## src/hw/rtl/lurt_merge.sv

```systemverilog
// ----------------------------------------------------------------------------
// lurt_merge
// Shared node merge unit: joins a left and a right segment, extending the
// prefix, suffix and best runs across the boundary when the characters match.
// ----------------------------------------------------------------------------
module lurt_merge #(
    parameter int unsigned RW = 11,
    parameter int unsigned CW = 8
) (
    input  logic [4*RW+2*CW-1:0] i_left,
    input  logic [4*RW+2*CW-1:0] i_right,
    output logic [4*RW+2*CW-1:0] o_node
);

    typedef struct packed {
        logic [RW-1:0] len;
        logic [RW-1:0] pre;
        logic [RW-1:0] suf;
        logic [RW-1:0] best;
        logic [CW-1:0] lc;
        logic [CW-1:0] rc;
    } t_node;

    function automatic logic [RW-1:0] umax(input logic [RW-1:0] a, input logic [RW-1:0] b);
        umax = (a > b) ? a : b;
    endfunction

    t_node         a;
    t_node         b;
    t_node         y;
    logic          eq;
    logic [RW-1:0] cross_run;
    logic [RW-1:0] pre;
    logic [RW-1:0] suf;

    assign a = i_left;
    assign b = i_right;

    // boundary join
    assign eq        = (a.rc == b.lc);
    assign cross_run = eq ? (a.suf + b.pre) : '0;
    assign pre       = (eq && (a.pre == a.len)) ? (a.len + b.pre) : a.pre;
    assign suf       = (eq && (b.suf == b.len)) ? (b.len + a.suf) : b.suf;

    // empty segments pass the other side through unchanged
    always_comb begin
        y = a;
        if (a.len == '0) begin
            y = b;
        end else if (b.len != '0) begin
            y.len  = a.len + b.len;
            y.lc   = a.lc;
            y.rc   = b.rc;
            y.pre  = pre;
            y.suf  = suf;
            y.best = umax(umax(a.best, b.best), umax(cross_run, umax(pre, suf)));
        end
    end

    assign o_node = y;

endmodule

```

## config.mk

```make
export PLATFORM = sky130hd
export DESIGN_NAME = lurt_merge
export DESIGN_NICKNAME = d
export VERILOG_FILES = /design/src/hw/rtl/lurt_merge.sv
export SDC_FILE = /design/constraint.sdc
export NUM_CORES = 1
export LEC_CHECK = 0
export ABC_AREA = 1
export BUFFER_PORTS_ARGS = -buffer_cell sky130_fd_sc_hd__buf_4
export CAP_MARGIN = 15
export CORE_ASPECT_RATIO = 0.5
export CORE_MARGIN = 3
export CORE_UTILIZATION = 25
export DETAILED_ROUTE_END_ITERATION = 8
export PLACE_DENSITY_LB_ADDON = 0.1
export SLEW_MARGIN = 20
export SYNTH_ARGS = -nofsm -noshare
export SYNTH_HDL_FRONTEND = slang
export SYNTH_SLANG_ARGS = --single-unit
```

## constraint.sdc

```tcl
create_clock -name vclk -period 18.55
set_input_delay 5.565 -clock vclk [all_inputs]
set_output_delay 5.565 -clock vclk [all_outputs]
set_load 0.01 [all_outputs]
```

==> reports/metrics.yaml <==
layout:
  layout.cells.most_common: "nand2_1"
  areaGrowthSynthToFinish_pct: 30.77
  multi_input_area_um2: 4945
  n_sequential_cell: 0
  drive_gt1_share_pct: 19.17
  n_antenna_cell: 0
  seqCellArea_um2: 0
  final_cell_mix: "nand2_1, buf_4, inv_1"
  nFillCells: 2547
  n_clock_buffer: 0
  fin_util_pct: 33.89
  nNetsFinal: 1453
  final_cells: 1547
timing:
  hold_slack_ps: 11420
  max_freq_mhz: 56.06
  post-route-period-util_pct: 96.15
  slew_viol_final: 0
  grt_setup_unrepaired: "false"
  setup_viol: 0
  post-route-min-period_ps: 17840
  slew-limit-headroom_pct: 40.07
  final.setup.tns_ps: 0
  final_hold_viol_count: 0
  tightest_slew_ps: 898.0
  worst_slack_ps: 713.5
worst_setup_path:
  end_kind: "output pin"
  cpMostUsedCell: "nand2_1"
  crit_family: "simple AND/OR/NAND/NOR gates"
  max_stage_delay_ps: 440
  path_buf_inv: 7
  slowest_stage: "fa_1"
  startpoint_type: "primary input"
  crit_arrival_ps: 12270
  critPathKind: "in -> out"
  crit_fanout: 15
  crit_required_ps: 12980
synth:
  yosys-top-cells-area: "nand2_1, ha_1, inv_1, o21ai_0, nand3_1"
  yosys_warnings: 0
  synth-compound-area-share_pct: 17.68
  synth_cells: 1072
  synth_xor_area_share_pct: 4.145
  yosysSeqAreaShare_pct: 0
  synth_cell_types: 42
  synth_top_family_by_area: "simple AND/OR/NAND/NOR gates"
  yosysTopAreaCell: "nand2_1"
  avgSynthCellArea_um2: 5.322
  synth_fa_ha_area_share_pct: 18.95
  synth_mux_area_share_pct: 0.5263
  netlist.area_leader.share_pct: 26.32
  synth_area_um2: 5705
  synth-simple-area-share_pct: 45.29
  synth_fp_nets: 1276
drt:
  ant_nets: 0
  routed_via_density: 4.898
  vias: 7577
  drc: 0
  dr.pass1.iters: 5
  drt_first_iter_violations: 602
  wl_um: 25910
  routedWlPerCell_um: 16.75
floorplanning:
  die_w_um: 219.6
  die_h_um: 112.8
  rows: 38
  die_area_um2: 24780
  num_io_pins: 180
  core_area_um2: 22010
  start_util_pct: 25.92
global_route:
  grt_pass1_wl_um: 39290
  grt_overflow: 0
  grt_antenna_before_repair: 0
  grt_max_degree: 43
  grt_pass1_vias: 7255
  grt_usage_pct: 19.89
placed_design:
  portBuffers: 180
  dp_slack_ps: 695.2
  dp_hpwl_um: 22120
  gp_congestion: 0.9187
  dp_cells: 1545
power:
  swShare_pct: 57.65
  p_sw_w: 0.0001275
  internal_power_w: 0.00009369
  p_seq_share_pct: 0
  power_density_nw_per_um2: 29.65
  p_comb_share_pct: 100.0
  irDropWorstVdd_v: 0.00001392
  p_leak_nw: 4.293
  p_clk_share_pct: 0
outcome:
  status: "complete, no violations"
flow_run:
  drv_cap: 0
worst_hold_path:
  holdPathStages: 4
  whs_endpoint: "o_node[12]"
  worstHoldStart: "i_left[12]"
  hp-class: "in -> out"
clock_network:
  cts_hold_buf: 0
## routing by layer
layer  share of wire [%]  vias up  track usage [%]  routed length, um
met4                 1.1        0            2.099                292
li1                    -     3860                -                  -
met1                  48     3484            28.64              12510
met3                 5.4       17            1.154               1405
met2                  45      216            33.85              11700
met5                   0        -                0                  0
## per-stage QoR
step                area, um^2  total power, W
CTS                       7441       0.0002216
global placement          7441       0.0002190
detailed placement        7441       0.0002203
floorplan                 5705       0.0001289
finish                    7461       0.0002212
global route              7461       0.0002489
## worst max path at each step
stage                startpoint         end  cells past startpoint
floorplan             i_left[3]  o_node[16]                     50
global placement      i_left[0]  o_node[25]                     52
detailed placement    i_left[0]  o_node[25]                     52
CTS                   i_left[0]  o_node[25]                     52
global route        i_right[14]  o_node[25]                     50
finish               i_left[49]  o_node[24]                     48
## kinds of logic (layout without fill, tap and decap cells)
logic type	count (synthesis)	after routing
multiplexers	3	3
AND/OR/NAND/NOR	597	597
AO/OA/AOI/OAI	168	168
XOR/XNOR	27	27
adder cells (fa/ha/maj)	84	84
buffers and inverters	193	368
## power by group through the flow
stage,clock [W],sequential [W],combinational (W)
finish,0,0,0.000221
global route,0,0,0.000249
CTS,0,0,0.000222
detailed placement,0,0,0.000220
global placement,0,0,0.000219
floorplan,0,0,0.000129
## tightest hold or removal path, delay by kind of cell
kind,cells,cell delay (ps)
buffers and inverters,2,190
AOI/OAI and AO/OA,1,60
and+or+nand+nor,1,40
## repair_timing
item                       4_1_cts  5_1_grt
resized for setup                0        2
buffers inserted                 0        2
setup endpoints to repair        0       10
hold endpoints to repair         0        0
## layout make-up
class	instances	area share, %
well taps	300	5.031
inverters	169	8.502
repair buffers	199	20.19
multi-input cells	879	66.28
## synth_stat cells
| cell type | n |
|---|---|
| nor2_2 | 2 |
| o211ai_1 | 9 |
| o221ai_1 | 25 |
| clkbuf_4 | 1 |
| and3_1 | 1 |
| clkinv_1 | 2 |
| nand2_4 | 1 |
| inv_1 | 165 |
| a31o_2 | 1 |
| nor2_1 | 65 |
| xnor2_1 | 19 |
| clkbuf_1 | 17 |
| and2_1 | 9 |
| a221oi_1 | 1 |
| xor2_1 | 8 |
| a211oi_1 | 1 |
| mux2i_1 | 3 |
| nor3_1 | 7 |
| fa_1 | 4 |
| nand3_1 | 57 |
| nand3b_1 | 4 |
| buf_6 | 4 |
| o21ai_2 | 1 |
| or2_2 | 7 |
| nand4_2 | 1 |
| o22ai_1 | 11 |
| a31oi_1 | 3 |
| a21oi_1 | 43 |
| buf_4 | 2 |
| a21o_1 | 1 |
| o21bai_1 | 4 |
| o21ai_0 | 66 |
| nand2_2 | 7 |
| or4_1 | 1 |
| ha_1 | 80 |
| nand3_2 | 17 |
| inv_2 | 2 |
| nand4_1 | 15 |
| o2111ai_1 | 2 |
| nand3_4 | 1 |
| nor4_1 | 2 |
| nand2_1 | 400 |
Note: power is estimated with default switching activity, not from simulation.
